### src/sv/pcfc_pkg.sv
`timescale 1ns / 1ps
// Shared constants for the pyro charge fire controller: command codes, register map, widths.
package pcfc_pkg;

  localparam int DUR_W    = 16;
  localparam int ADC_W    = 10;
  localparam int OP_W     = 3;
  localparam int STATE_W  = 3;
  localparam int CFG_IDX_W = 3;
  localparam int CFG_DAT_W = 16;
  localparam int CHK_W    = 10;

  // command codes
  localparam logic [OP_W-1:0] OP_TICK     = 3'd0;
  localparam logic [OP_W-1:0] OP_ARM      = 3'd1;
  localparam logic [OP_W-1:0] OP_SAFE     = 3'd2;
  localparam logic [OP_W-1:0] OP_FIRE     = 3'd3;
  localparam logic [OP_W-1:0] OP_ESTOP    = 3'd4;
  localparam logic [OP_W-1:0] OP_POSITION = 3'd5;

  // configuration register indexes
  localparam logic [CFG_IDX_W-1:0] REG_MIN_FIRE   = 3'd0;
  localparam logic [CFG_IDX_W-1:0] REG_MAX_FIRE   = 3'd1;
  localparam logic [CFG_IDX_W-1:0] REG_REQ_CONT   = 3'd2;
  localparam logic [CFG_IDX_W-1:0] REG_ONE_SHOT   = 3'd3;
  localparam logic [CFG_IDX_W-1:0] REG_CONT_SENSE = 3'd4;
  localparam logic [CFG_IDX_W-1:0] REG_CONT_THRESH = 3'd5;

  // register reset values
  localparam logic [DUR_W-1:0] MIN_FIRE_RST    = 16'd50;
  localparam logic [DUR_W-1:0] MAX_FIRE_RST    = 16'd1000;
  localparam logic [ADC_W-1:0] CONT_THRESH_RST = 10'd100;

  localparam logic [CHK_W-1:0] CHK_MAX = {CHK_W{1'b1}};
  localparam logic [DUR_W-1:0] DUR_MAX = {DUR_W{1'b1}};

endpackage

### src/sv/pyro_charge_fire_controller.sv
`timescale 1ns / 1ps
// Pyro charge fire controller: command register, combinational interlock step, result register.
//
// Each transfer on the input channel is one command (tick, arm, safe, fire, estop, set
// position) with a continuity ADC sample; each produces exactly one result with the accept
// flag, relay drive, charge state and latest continuity verdict. The block takes one command
// per clock while in_stall is low: a command is captured in the command register, the
// interlock state is updated by a single step of combinational logic when it leaves that
// register, and the result lands in the output register together with the new state.
// The step itself is the only loop (state register back to itself). Input stall rises only
// while both the command and the result register are full and out_stall holds the result
// back. Configuration writes are always taken (cfg_ready is 1) and must only be issued while
// no command is in flight.
module pyro_charge_fire_controller
  import pcfc_pkg::*;
#(
  parameter int CHECK_PERIOD_MS  = 1000,
  parameter int POSITION_FIRE_MS = 500
) (
  input  logic                 clk,
  input  logic                 rst,
  // command channel
  input  logic                 in_valid,
  output logic                 in_stall,
  input  logic [OP_W-1:0]      operation,
  input  logic [DUR_W-1:0]     duration_ms,
  input  logic                 position_fire,
  input  logic [ADC_W-1:0]     continuity_reading,
  // result channel
  output logic                 out_valid,
  input  logic                 out_stall,
  output logic                 accepted,
  output logic                 relay_on,
  output logic [STATE_W-1:0]   charge_status,
  output logic                 continuity_good,
  // configuration
  input  logic                 cfg_valid,
  output logic                 cfg_ready,
  input  logic [CFG_IDX_W-1:0] cfg_index,
  input  logic [CFG_DAT_W-1:0] cfg_data
);

  typedef enum logic [STATE_W-1:0] {
    ST_SAFED  = 3'd0,
    ST_ARMED  = 3'd1,
    ST_FIRING = 3'd2,
    ST_FIRED  = 3'd3,
    ST_CFAIL  = 3'd4
  } charge_state_t;

  localparam logic [CHK_W-1:0] CHECK_LIMIT = CHK_W'(CHECK_PERIOD_MS);
  localparam logic [DUR_W-1:0] POS_DUR     = DUR_W'(POSITION_FIRE_MS);

  // configuration registers
  logic [DUR_W-1:0] min_fire_ms;
  logic [DUR_W-1:0] max_fire_ms;
  logic             require_continuity;
  logic             one_shot;
  logic             continuity_sensed;
  logic [ADC_W-1:0] continuity_threshold;

  // command register
  logic             cmd_valid;
  logic [OP_W-1:0]  cmd_op;
  logic [DUR_W-1:0] cmd_dur;
  logic             cmd_pos;
  logic [ADC_W-1:0] cmd_reading;

  // interlock state
  charge_state_t    charge_state, charge_state_next;
  logic             relay_drive, relay_drive_next;
  logic             last_continuity, last_continuity_next;
  logic [DUR_W-1:0] pulse_elapsed, pulse_elapsed_next;
  logic [DUR_W-1:0] pulse_length, pulse_length_next;
  logic [CHK_W-1:0] check_count, check_count_next;
  logic             ok_next;

  logic             advance;
  logic             step;
  logic             cont_ok;
  logic             fire_req;
  logic [DUR_W-1:0] fire_dur;
  logic [CHK_W-1:0] check_inc;
  logic [DUR_W-1:0] elapsed_inc;

  assign advance   = !out_valid || !out_stall;
  assign step      = cmd_valid && advance;
  assign in_stall  = cmd_valid && !advance;
  assign cfg_ready = 1'b1;

  assign cont_ok  = !continuity_sensed || (cmd_reading > continuity_threshold);
  assign fire_req = (cmd_op == OP_FIRE) || ((cmd_op == OP_POSITION) && cmd_pos);
  assign fire_dur = (cmd_op == OP_POSITION) ? POS_DUR : cmd_dur;
  assign check_inc   = (check_count != CHK_MAX) ? check_count + 1'b1 : check_count;
  assign elapsed_inc = (pulse_elapsed != DUR_MAX) ? pulse_elapsed + 1'b1 : pulse_elapsed;

  always_comb begin
    charge_state_next    = charge_state;
    relay_drive_next     = relay_drive;
    last_continuity_next = last_continuity;
    pulse_elapsed_next   = pulse_elapsed;
    pulse_length_next    = pulse_length;
    check_count_next     = check_count;
    ok_next              = 1'b0;
    if (fire_req) begin
      if ((charge_state == ST_ARMED) && (fire_dur >= min_fire_ms) &&
          (fire_dur <= max_fire_ms)) begin
        if (require_continuity) begin
          last_continuity_next = cont_ok;
        end
        if (require_continuity && !cont_ok) begin
          charge_state_next = ST_CFAIL;
        end else begin
          charge_state_next  = ST_FIRING;
          pulse_length_next  = fire_dur;
          pulse_elapsed_next = '0;
          relay_drive_next   = 1'b1;
          ok_next            = 1'b1;
        end
      end
    end else begin
      case (cmd_op)
        OP_TICK: begin
          ok_next          = 1'b1;
          check_count_next = check_inc;
          if (charge_state == ST_FIRING) begin
            pulse_elapsed_next = elapsed_inc;
            if (elapsed_inc >= pulse_length) begin
              relay_drive_next  = 1'b0;
              charge_state_next = ST_FIRED;
            end
          end
          // periodic continuity check while armed
          if ((charge_state == ST_ARMED) && (check_inc > CHECK_LIMIT)) begin
            last_continuity_next = cont_ok;
            check_count_next     = '0;
          end
        end
        OP_ARM: begin
          if ((charge_state != ST_FIRING) && !(one_shot && (charge_state == ST_FIRED))) begin
            if (require_continuity) begin
              last_continuity_next = cont_ok;
            end
            if (require_continuity && !cont_ok) begin
              charge_state_next = ST_CFAIL;
            end else begin
              charge_state_next = ST_ARMED;
              ok_next           = 1'b1;
            end
          end
        end
        OP_SAFE, OP_ESTOP, OP_POSITION: begin
          // set position with 0 lands here as a safe command
          ok_next          = 1'b1;
          relay_drive_next = 1'b0;
          if (charge_state != ST_FIRED) begin
            charge_state_next = ST_SAFED;
          end
        end
        default: begin
          ok_next = 1'b0;
        end
      endcase
    end
  end

  always_ff @(posedge clk) begin
    if (rst) begin
      min_fire_ms          <= MIN_FIRE_RST;
      max_fire_ms          <= MAX_FIRE_RST;
      require_continuity   <= 1'b1;
      one_shot             <= 1'b1;
      continuity_sensed    <= 1'b0;
      continuity_threshold <= CONT_THRESH_RST;
      cmd_valid            <= 1'b0;
      out_valid            <= 1'b0;
      charge_state         <= ST_SAFED;
      relay_drive          <= 1'b0;
      last_continuity      <= 1'b0;
      pulse_elapsed        <= '0;
      pulse_length         <= '0;
      check_count          <= '0;
    end else begin
      if (cfg_valid && cfg_ready) begin
        case (cfg_index)
          REG_MIN_FIRE:    min_fire_ms          <= cfg_data;
          REG_MAX_FIRE:    max_fire_ms          <= cfg_data;
          REG_REQ_CONT:    require_continuity   <= cfg_data[0];
          REG_ONE_SHOT:    one_shot             <= cfg_data[0];
          REG_CONT_SENSE:  continuity_sensed    <= cfg_data[0];
          REG_CONT_THRESH: continuity_threshold <= cfg_data[ADC_W-1:0];
          default: begin
          end
        endcase
      end
      // command register refills whenever it is empty or being drained
      if (!in_stall) begin
        cmd_valid <= in_valid;
      end
      if (advance) begin
        out_valid <= cmd_valid;
      end
      if (step) begin
        charge_state    <= charge_state_next;
        relay_drive     <= relay_drive_next;
        last_continuity <= last_continuity_next;
        pulse_elapsed   <= pulse_elapsed_next;
        pulse_length    <= pulse_length_next;
        check_count     <= check_count_next;
      end
    end
  end

  // payload registers
  always_ff @(posedge clk) begin
    if (!in_stall) begin
      cmd_op      <= operation;
      cmd_dur     <= duration_ms;
      cmd_pos     <= position_fire;
      cmd_reading <= continuity_reading;
    end
    if (step) begin
      accepted        <= ok_next;
      relay_on        <= relay_drive_next;
      charge_status   <= charge_state_next;
      continuity_good <= last_continuity_next;
    end
  end

  // relay is driven exactly while the charge is firing
  a_relay_firing: assert property (@(posedge clk) disable iff (rst)
    out_valid |-> (relay_on == (charge_status == ST_FIRING)))
    else $error("relay drive and firing state disagree");

  // the relay only comes on from a fire or set-position command
  a_relay_source: assert property (@(posedge clk) disable iff (rst)
    (!relay_drive ##1 relay_drive) |->
      $past(step && ((cmd_op == OP_FIRE) || (cmd_op == OP_POSITION))))
    else $error("relay turned on without a fire command");

  // input backpressure only when a result is held
  a_stall_cause: assert property (@(posedge clk) disable iff (rst)
    in_stall |-> (out_valid && out_stall))
    else $error("input stalled with the result side free");

endmodule

### config.mk
export PLATFORM = sky130hd
export DESIGN_NAME = pyro_charge_fire_controller
export DESIGN_NICKNAME = d
export VERILOG_FILES = /design/src/sv/pcfc_pkg.sv /design/src/sv/pyro_charge_fire_controller.sv
export SDC_FILE = /design/constraint.sdc
export NUM_CORES = 1
export LEC_CHECK = 0
export BUFFER_PORTS_ARGS = -buffer_cell sky130_fd_sc_hd__buf_2
export CORE_UTILIZATION = 35
export CTS_CLUSTER_SIZE = 8
export DETAILED_ROUTE_END_ITERATION = 10
export MAX_ROUTING_LAYER = met4
export PLACE_DENSITY = 0.53
export RECOVER_POWER = 50
export SYNTH_ARGS = -nofsm -noshare
export SYNTH_HDL_FRONTEND = slang
export SYNTH_SLANG_ARGS = --single-unit
### constraint.sdc
create_clock -name clk -period 3.4 [get_ports clk]
set_input_delay 0 -clock clk [delete_from_list [all_inputs] [get_ports clk]]
set_output_delay 0 -clock clk [all_outputs]
set_load 0.02 [all_outputs]
==> results.yml, run 1 <==
outcome:
  status: "finished with violations"
  violations: "capacitance limit, slew limit"
finish:
  syn_to_final_growth_pct: 26.0
  num_antenna_cells: 0
  final_nets: 1079
  design_area_um2: 9130
  final_cell_mix: "nand2_1, dfxtp_1, a21oi_1, inv_1, ha_1"
  final_common_cell: "nand2_1"
  drive_gt1_share_pct: 15.3
  utilization_pct: 45.1
placed_design:
  gp_congestion: 0.886
  port_buffers: 61
  place_hpwl_mm: 13.4
  postPlaceCellArea_um2: 7970
grt:
  antenna_found_initial: 0
  grt_pass1_wl_mm: 31.2
  grt_pass1_vias: 6085
  track_usage_pct: 19.2
  gr-total-overflow: 0
  grt_start_max_net_pins: 35
yosys:
  ys_seq_elements: 130
  synth_top_flop_cell: "dfxtp_1"
  synth_top_area_cell: "dfxtp_1"
  synth.cell_area_um2: 7250
  yosysWarningCount: 0
  ys_seq_area_share_pct: 40.9
  syn_nets: 959
  async_reset_ff_share_pct: 0
  yosys.cell_types.count: 73
  synth_edf_count: 36
  synth.top_cell.area_share_pct: 26.0
  synth_cells: 845
  avgSynthCellArea_um2: 8.57
  synth_area_leaders: "dfxtp_1, edfxtp_1, ha_1, nand2_1, a21oi_1"
route:
  drc: 0
  drt_pass1_iterations: 5
  wl_per_cell_um: 15.2
  vias_per_cell: 5.01
  dr.first_iter.drc_count: 257
  drt_wl_total_mm: 19.0
  vias: 6256
  drtAntennaViolNets: 0
die:
  coreArea_um2: 20200
  die_w_um: 146
  start_util_pct: 35.8
  die_area_um2: 21300
  io_pins: 63
  num_rows: 52
  die_h_um: 146
worst_setup_path:
  max_stage_delay_ps: 540
  critPathMostFrequentCell: "o21ai_0"
  critical_path_class: "reg -> reg"
  worstPathMaxFanout: 5
  cp-start-kind: "flip-flop"
  cp.required_ps: 3580
  cp_slowest_cell: "or4_4"
  critPathBufInv: 0
  path_cells: "nand3_2 > or4_4 > nor2_2 > xnor2_1 > nand2_1 > ha_1 > o21a_1 > o21ai_0 > nor3_1 > a211o_1 > nor3_2 > o32a_1 > o21ai_0"
  critPathTopFamily: "simple AND/OR/NAND/NOR gates"
  cp.arrival_ps: 3390
  cp-end-kind: "flip-flop"
min_path:
  hold_path_class: "in -> reg"
clock_tree:
  cts.sinks: 130
  clock_path_buffers: 2
  cts_max_level: 4
  cts_root_buf: "clkbuf_16"
  cts.clk_slew.worst_paths_ps: 60
  clk_latency_ps: 440
  tritoncts: "yes"
  cts_inserted_buffers: 17
sta:
  fmax_ghz: 0.312
  setup_viol: 0
  fin_crit_sh_pct: 94.4
  max_slew_margin_pct: -13.6
  slew_viol_final: 98
  worst_slew_pin_slew_ps: 1700
  finalClockSkew_ps: 16.8
  hold_viol_final: 0
  finalCriticalPeriod_ps: 3210
power_and_ir_drop:
  irDropWorstVdd_uv: 330
  p_leak_nw: 3.67
  powerDensity_nw_per_um2: 408
job:
  cap_violations: 3
layout make-up:
| class | count | area, um2 |
|---|---|---|
| Tap cell | 270 | 338 |
| Clock buffer | 22 | 464 |
| Fill cell | 2017 | 11100 |
| Sequential cell | 130 | 2970 |
| Multi-Input combinational cell | 603 | 3960 |
| Clock inverter | 10 | 80.1 |
| Timing Repair Buffer | 142 | 1050 |
| Inverter | 71 | 267 |
tightest hold or removal path, delay by kind of cell:
family                 cells  cell delay (ps)
multiplexers               1              110
AND/OR/NAND/NOR            3              180
buffers and inverters      1              150
sequential cells by signal, summed over array words and instances, names as in the netlist, 3 cells and up:
| register | flops |
|---|---|
| max_fire_ms | 16 |
| pulse_elapsed | 16 |
| cmd_op | 3 |
| continuity_threshold | 10 |
| min_fire_ms | 16 |
| cmd_reading | 10 |
| charge_status | 3 |
| pulse_length | 16 |
| cmd_dur | 16 |
| charge_state | 3 |
| check_count | 10 |
Yosys cell counts, drive strengths merged, types with 8 or more instances:
cell type,number
a211o,14
a211oi,17
a21oi,82
a31oi,12
and2,12
and3,8
clkbuf,34
dfxtp,94
edfxtp,36
ha,60
inv,71
mux2i,13
nand2,120
nand2b,17
nand3,33
nand4,13
nor2,56
nor3,19
o21a,8
o21ai,27
repair_timing:
item | 4_1_cts | 5_1_grt
pin swaps | 0 | 6
hold endpoints to repair | 77 | 0
endpoints found under the setup margin | 1 | 29
gates resized for setup | 2 | 28
buffers inserted | 0 | 2
hold buffers | 49 | 0
metrics by stage:
stage | setup TNS, ps | total power, mW | worst slack, ps | cells | hold slack [ps]
6_report | 0 | 3.72 | 190 | 1248 | 30.0
3_3_place_gp | 0 | 2.00 | 83.0 | 1165 | 177
2_1_floorplan | 0 | 1.87 | 129 | 845 | 98.9
5_1_grt | -12.4 | 3.87 | -5.95 | 1248 | 38.7
3_5_place_dp | -16.2 | 2.00 | -16.2 | 1165 | 178
4_1_cts | 0 | 3.76 | 52.3 | 1246 | 19.5
kinds of logic after synthesis:
group,count (synthesis),synth area share [%]
buf+inv,112,6.16
simple gates,310,20.6
other cells,1,0.0518
fa+ha+maj,60,10.4
xor+xnor,12,1.45
flops,130,40.9
compound gates,205,18.4
mux,15,2.11
routing by layer:
metal	global-route usage, %	share of wire (%)	wire length, um
met1	24.5	49	9330
met2	30.6	47	8950
met3	3.79	2.7	519
met4	5.26	0.94	178
met5	-	0	0
final timing paths:
check	cells after the start	endpoint	slack (ps)	from
max	13	charge_status[0]	190	pulse_elapsed[8]
min	5	continuity_sensed	30	cfg_index[2]
max reg2reg	13	charge_status[0]	190	pulse_elapsed[8]
min reg2reg	2	max_fire_ms[1]	450	max_fire_ms[1]
report_power, final:
group | internal (mW) | total [mW] | switching, mW
registers | 1.63 | 1.66 | 0.0222
logic | 0.157 | 0.350 | 0.193
clock network | 0.975 | 1.71 | 0.740
total | 2.77 | 3.72 | 0.955
Note: power is estimated with default switching activity, not from simulation.
==> run 2: changes to the inputs <==
Settings changed: CTS_BUF_LIST set to sky130_fd_sc_hd__clkbuf_16, PLACE_DENSITY 0.53 to 0.52.
Clock period 3.4 ns to 3.3 ns, I/O delays scaled along.
==> results.yml, run 2 (synthesis results as in run 1) <==
placed_design:
  port_buffers: 61
  dp_slack_ps: 1.01
  place_inst: 1172
  place_hpwl_mm: 13.5
  gp_congestion: 0.870
  postPlaceCellArea_um2: 8030
clock_tree:
  clock_path_buffers: 2
  cts_root_buf: "clkbuf_16"
  cts.clk_slew.worst_paths_ps: 60
  cts_inserted_buffers: 17
  cts.sinks: 130
  clk_latency_ps: 420
  tritoncts: "yes"
  cts_max_level: 4
worst_setup_path:
  cp-start-kind: "flip-flop"
  cp.arrival_ps: 3400
  critPathLaunch: "pulse_elapsed[1]"
  r2r_start: "pulse_elapsed[1]"
  cp.required_ps: 3470
  cp-end-kind: "flip-flop"
  critical_path_class: "reg -> reg"
  worstPathMaxFanout: 3
sta:
  layout_setup_ws_ps: 65.8
  setup_viol: 0
  hold_viol_final: 0
  fin_crit_sh_pct: 98.0
  max_slew_margin_pct: -18.4
  finalClockSkew_ps: 10.5
  rsz0062_at_grt: "true"
  slew_viol_final: 38
  finalCriticalPeriod_ps: 3230
  setup_tns_ps: 0
  worst_slew_pin_slew_ps: 1780
  fmax_ghz: 0.309
outcome:
  status: "finished with violations"
  violations: "capacitance limit, slew limit"
route:
  drc: 0
  dr.first_iter.drc_count: 379
  vias: 6382
  drt_pass1_iterations: 4
  drt_wl_total_mm: 18.9
  vias_per_cell: 5.09
  wl_per_cell_um: 15.1
  drtAntennaViolNets: 0
die:
  die_w_um: 146
  die_h_um: 146
  num_rows: 52
  die_area_um2: 21300
  io_pins: 63
  start_util_pct: 35.8
  coreArea_um2: 20200
job:
  cap_violations: 1
grt:
  grt_pass1_vias: 6221
  grt_start_max_net_pins: 38
  gr-total-overflow: 0
  grt_pass1_wl_mm: 31.5
  antenna_found_initial: 0
  track_usage_pct: 19.0
finish:
  drive_gt1_share_pct: 16.6
  final_nets: 1086
  utilization_pct: 45.9
  syn_to_final_growth_pct: 28.2
  design_area_um2: 9290
  num_antenna_cells: 0
  final_cell_mix: "nand2_1, dfxtp_1, a21oi_1, inv_1, ha_1"
  final_common_cell: "nand2_1"
  instances_no_fill: 1255
power_and_ir_drop:
  irDropWorstVdd_uv: 304
  powerDensity_nw_per_um2: 443
  p_leak_nw: 3.76
min_path:
  hp-start: "cfg_index[0]"
  hold_path_class: "in -> reg"
[run 2: timing repair]
action,4_1_cts,5_1_grt
hold endpoints to repair,77,0
pin swaps,1,7
hold buffers,48,0
setup buffers,1,2
setup endpoints to repair,1,25
gates resized for setup,0,33
[run 2: critical path, stage by stage (launching register included)]
cell	delay, ps
dfxtp_1	330
ha_2	200
nand3_2	120
nor4_4	410
a21oi_2	130
and3_1	250
xor2_2	180
ha_1	330
a211oi_2	210
o211ai_1	140
a211o_1	330
nor3_2	110
o32a_1	160
o21ai_0	80
[run 2: stage by stage]
step                power, mW  hold slack, ps
finish                   4.12            30.4
global route             4.28            59.7
CTS                      4.15            14.1
detailed placement       2.06             178
global placement         2.06             177
floorplan                1.93            98.9
[run 2: path summary, 6_finish.rpt]
kind / cells after the start / slack, ps / endpoint
max reg2reg: 13 / 70 / charge_status[0]
max: 13 / 70 / charge_status[0]
min: 4 / 30 / continuity_sensed
min reg2reg: 2 / 450 / continuity_threshold[3]
[run 2: report_power, final]
group          total, mW  internal (mW)  switching [mW]
Clock               2.05           1.27           0.773
Sequential          1.71           1.68          0.0229
Combinational      0.363          0.163           0.200
[run 2: area by class of cell]
type / instances / area [um2]
Clock buffer: 17 / 425
Timing Repair Buffer: 149 / 1090
Tap cell: 270 / 338
Clock inverter: 15 / 205
Fill cell: 1996 / 10900
Multi-Input combinational cell: 603 / 4000
Inverter: 71 / 267
Sequential cell: 130 / 2970
[run 2: per-layer routing]
layer	GRT usage, %	wire (um)
met5	-	0
met4	4.63	190
met1	24.7	9360
met2	30.4	8820
met3	3.54	556
==> run 3: changes to the inputs <==
--- a/config.mk
+++ b/config.mk
@@ -7,4 +7,6 @@
 export LEC_CHECK = 0
 export BUFFER_PORTS_ARGS = -buffer_cell sky130_fd_sc_hd__buf_2
+export CELL_PAD_IN_SITES_DETAIL_PLACEMENT = 1
+export CELL_PAD_IN_SITES_GLOBAL_PLACEMENT = 1
 export CORE_UTILIZATION = 35
 export CTS_BUF_LIST = sky130_fd_sc_hd__clkbuf_16
@@ -12,5 +14,5 @@
 export DETAILED_ROUTE_END_ITERATION = 10
 export MAX_ROUTING_LAYER = met4
-export PLACE_DENSITY = 0.52
+export PLACE_DENSITY = 0.64
 export RECOVER_POWER = 50
 export SYNTH_ARGS = -nofsm -noshare
==> constraint.sdc (replaced) <==
create_clock -name clk -period 3.3 [get_ports clk]
set_input_delay 0.33 -clock clk [delete_from_list [all_inputs] [get_ports clk]]
set_output_delay 0.33 -clock clk [all_outputs]
set_load 0.02 [all_outputs]
==> results.yml, run 3 (synthesis results as in run 1) <==
placed_design:
  gp_congestion: 0.834
  place_hpwl_mm: 15.3
  port_buffers: 61
power_and_ir_drop:
  clockPowerShare_pct: 47.7
  pwr-share-comb_pct: 8.5
  p_leak_nw: 3.57
  p_sw_mw: 1.03
  seqPwrFrac_pct: 43.8
  swShare_pct: 26.3
  total_power_mw: 3.90
  irDropWorstVdd_uv: 339
  powerDensity_nw_per_um2: 441
  internal_power_mw: 2.87
worst_setup_path:
  cp-end-kind: "flip-flop"
  cp.required_ps: 3460
  cp.arrival_ps: 3370
  cp-start-kind: "flip-flop"
  path_cells: "nand3_2 > or4_4 > nor2_2 > xnor2_1 > nand2_1 > ha_1 > o21a_1 > o21ai_0 > nor3_2 > a211o_1 > nor3_2 > o32a_1 > o21ai_0"
  critical_path_class: "reg -> reg"
  cp_slowest_cell: "or4_4"
  worstPathMaxFanout: 4
  max_stage_delay_ps: 550
grt:
  grt_pass1_vias: 6416
  grt_pass1_wl_mm: 33.3
  track_usage_pct: 20.5
  gr-total-overflow: 0
  grt_start_max_net_pins: 33
  antenna_found_initial: 0
route:
  met1_length_mm: 10.0
  wl_per_cell_um: 17.0
  dr.first_iter.drc_count: 228
  dr_wl_met3_um: 458
  drtAntennaViolNets: 0
  wl_met2_mm: 10.0
  drc: 0
  vias_per_cell: 5.19
  vias: 6314
  drt_pass1_iterations: 4
  top_layer: "met4"
  drt_wl_total_mm: 20.7
die:
  num_rows: 52
  die_area_um2: 21300
  coreArea_um2: 20200
  start_util_pct: 35.8
  die_h_um: 146
  die_w_um: 146
  io_pins: 63
job:
  cap_violations: 0
min_path:
  hold_path_class: "in -> reg"
finish:
  drive_gt1_share_pct: 18.9
  utilization_pct: 43.6
  final_common_cell: "nand2_1"
  final_cell_mix: "nand2_1, dfxtp_1, a21oi_1, inv_1, ha_1"
  num_antenna_cells: 0
  fill_cells: 2423
  syn_to_final_growth_pct: 21.9
  final_nets: 1048
sta:
  finalClockSkew_ps: 9.98
  slew_viol_final: 0
  finalCriticalPeriod_ps: 3210
  hold_viol_final: 0
  max_slew_margin_pct: 13.5
  fmax_ghz: 0.312
  setup_viol: 0
  setup_tns_ps: 0
  fin_crit_sh_pct: 97.2
  rsz0062_at_grt: "true"
  worst_slew_pin_slew_ps: 1300
clock_tree:
  cts_inserted_buffers: 17
  cts_root_buf: "clkbuf_16"
  cts.sinks: 130
  cts_max_level: 4
  cts.clk_slew.worst_paths_ps: 70
  clock_path_buffers: 2
  clk_latency_ps: 420
  tritoncts: "yes"
outcome:
  status: "finished clean"
## run 3: repair_timing
item,in CTS,in global routing
gates resized for setup,3,34
gates cloned,0,1
endpoints found under the setup margin,2,28
hold buffers,0,0
pin swaps,0,13
setup buffers,0,4
## run 3: critical path: cells and delay by family (launching register included)
kind / cells / cell delay [ps]
xor+xnor: 1 / 130
fa+ha+maj: 1 / 290
compound gates: 5 / 950
simple gates: 6 / 1180
flops: 1 / 410
## run 3: power by group through the flow
stage / logic, mW / registers (mW) / clock network (mW)
finish: 0.333 / 1.71 / 1.86
global placement: 0.326 / 1.74 / 0
detailed placement: 0.330 / 1.74 / 0
global route: 0.377 / 1.71 / 1.96
floorplan: 0.195 / 1.74 / 0
CTS: 0.334 / 1.71 / 1.90
## run 3: routing by layer
metal | vias to the layer above | global-route usage, %
li1 | 3185 | -
met1 | 3046 | 26.1
met2 | 70 | 33.8
met3 | 13 | 2.66
met4 | 0 | 6.63
met5 | - | -
## run 3: worst paths after layout
path	startpoint	end	slack, ps	depth (start not counted)
max reg2reg	pulse_elapsed[9]	charge_status[0]	90	13
max	pulse_elapsed[9]	charge_status[0]	90	13
min	duration_ms[2]	cmd_dur[2]	80	1
min reg2reg	continuity_threshold[4]	continuity_threshold[4]	450	2
## run 3: area by class of cell
type / count / area [um2] / share of cell area, %
tap: 270 / 338 / 3.83
clock buffer: 17 / 425 / 4.82
inverter: 71 / 267 / 3.02
clock inverter: 15 / 150 / 1.70
sequential: 130 / 2970 / 33.6
multi-input combinational: 604 / 4010 / 45.4
timing repair buffer: 110 / 674 / 7.64
## run 3: stage by stage
stage               setup WS, ps  cells  hold WS (ps)  area [um2]
finish                      92.4   1217          80.2        8830
detailed placement         -65.3   1180           450        8090
global route                -105   1217          55.2        8830
CTS                         1.77   1212          57.9        8680
floorplan                   28.5    845           429        7250
global placement            28.0   1180           444        8090
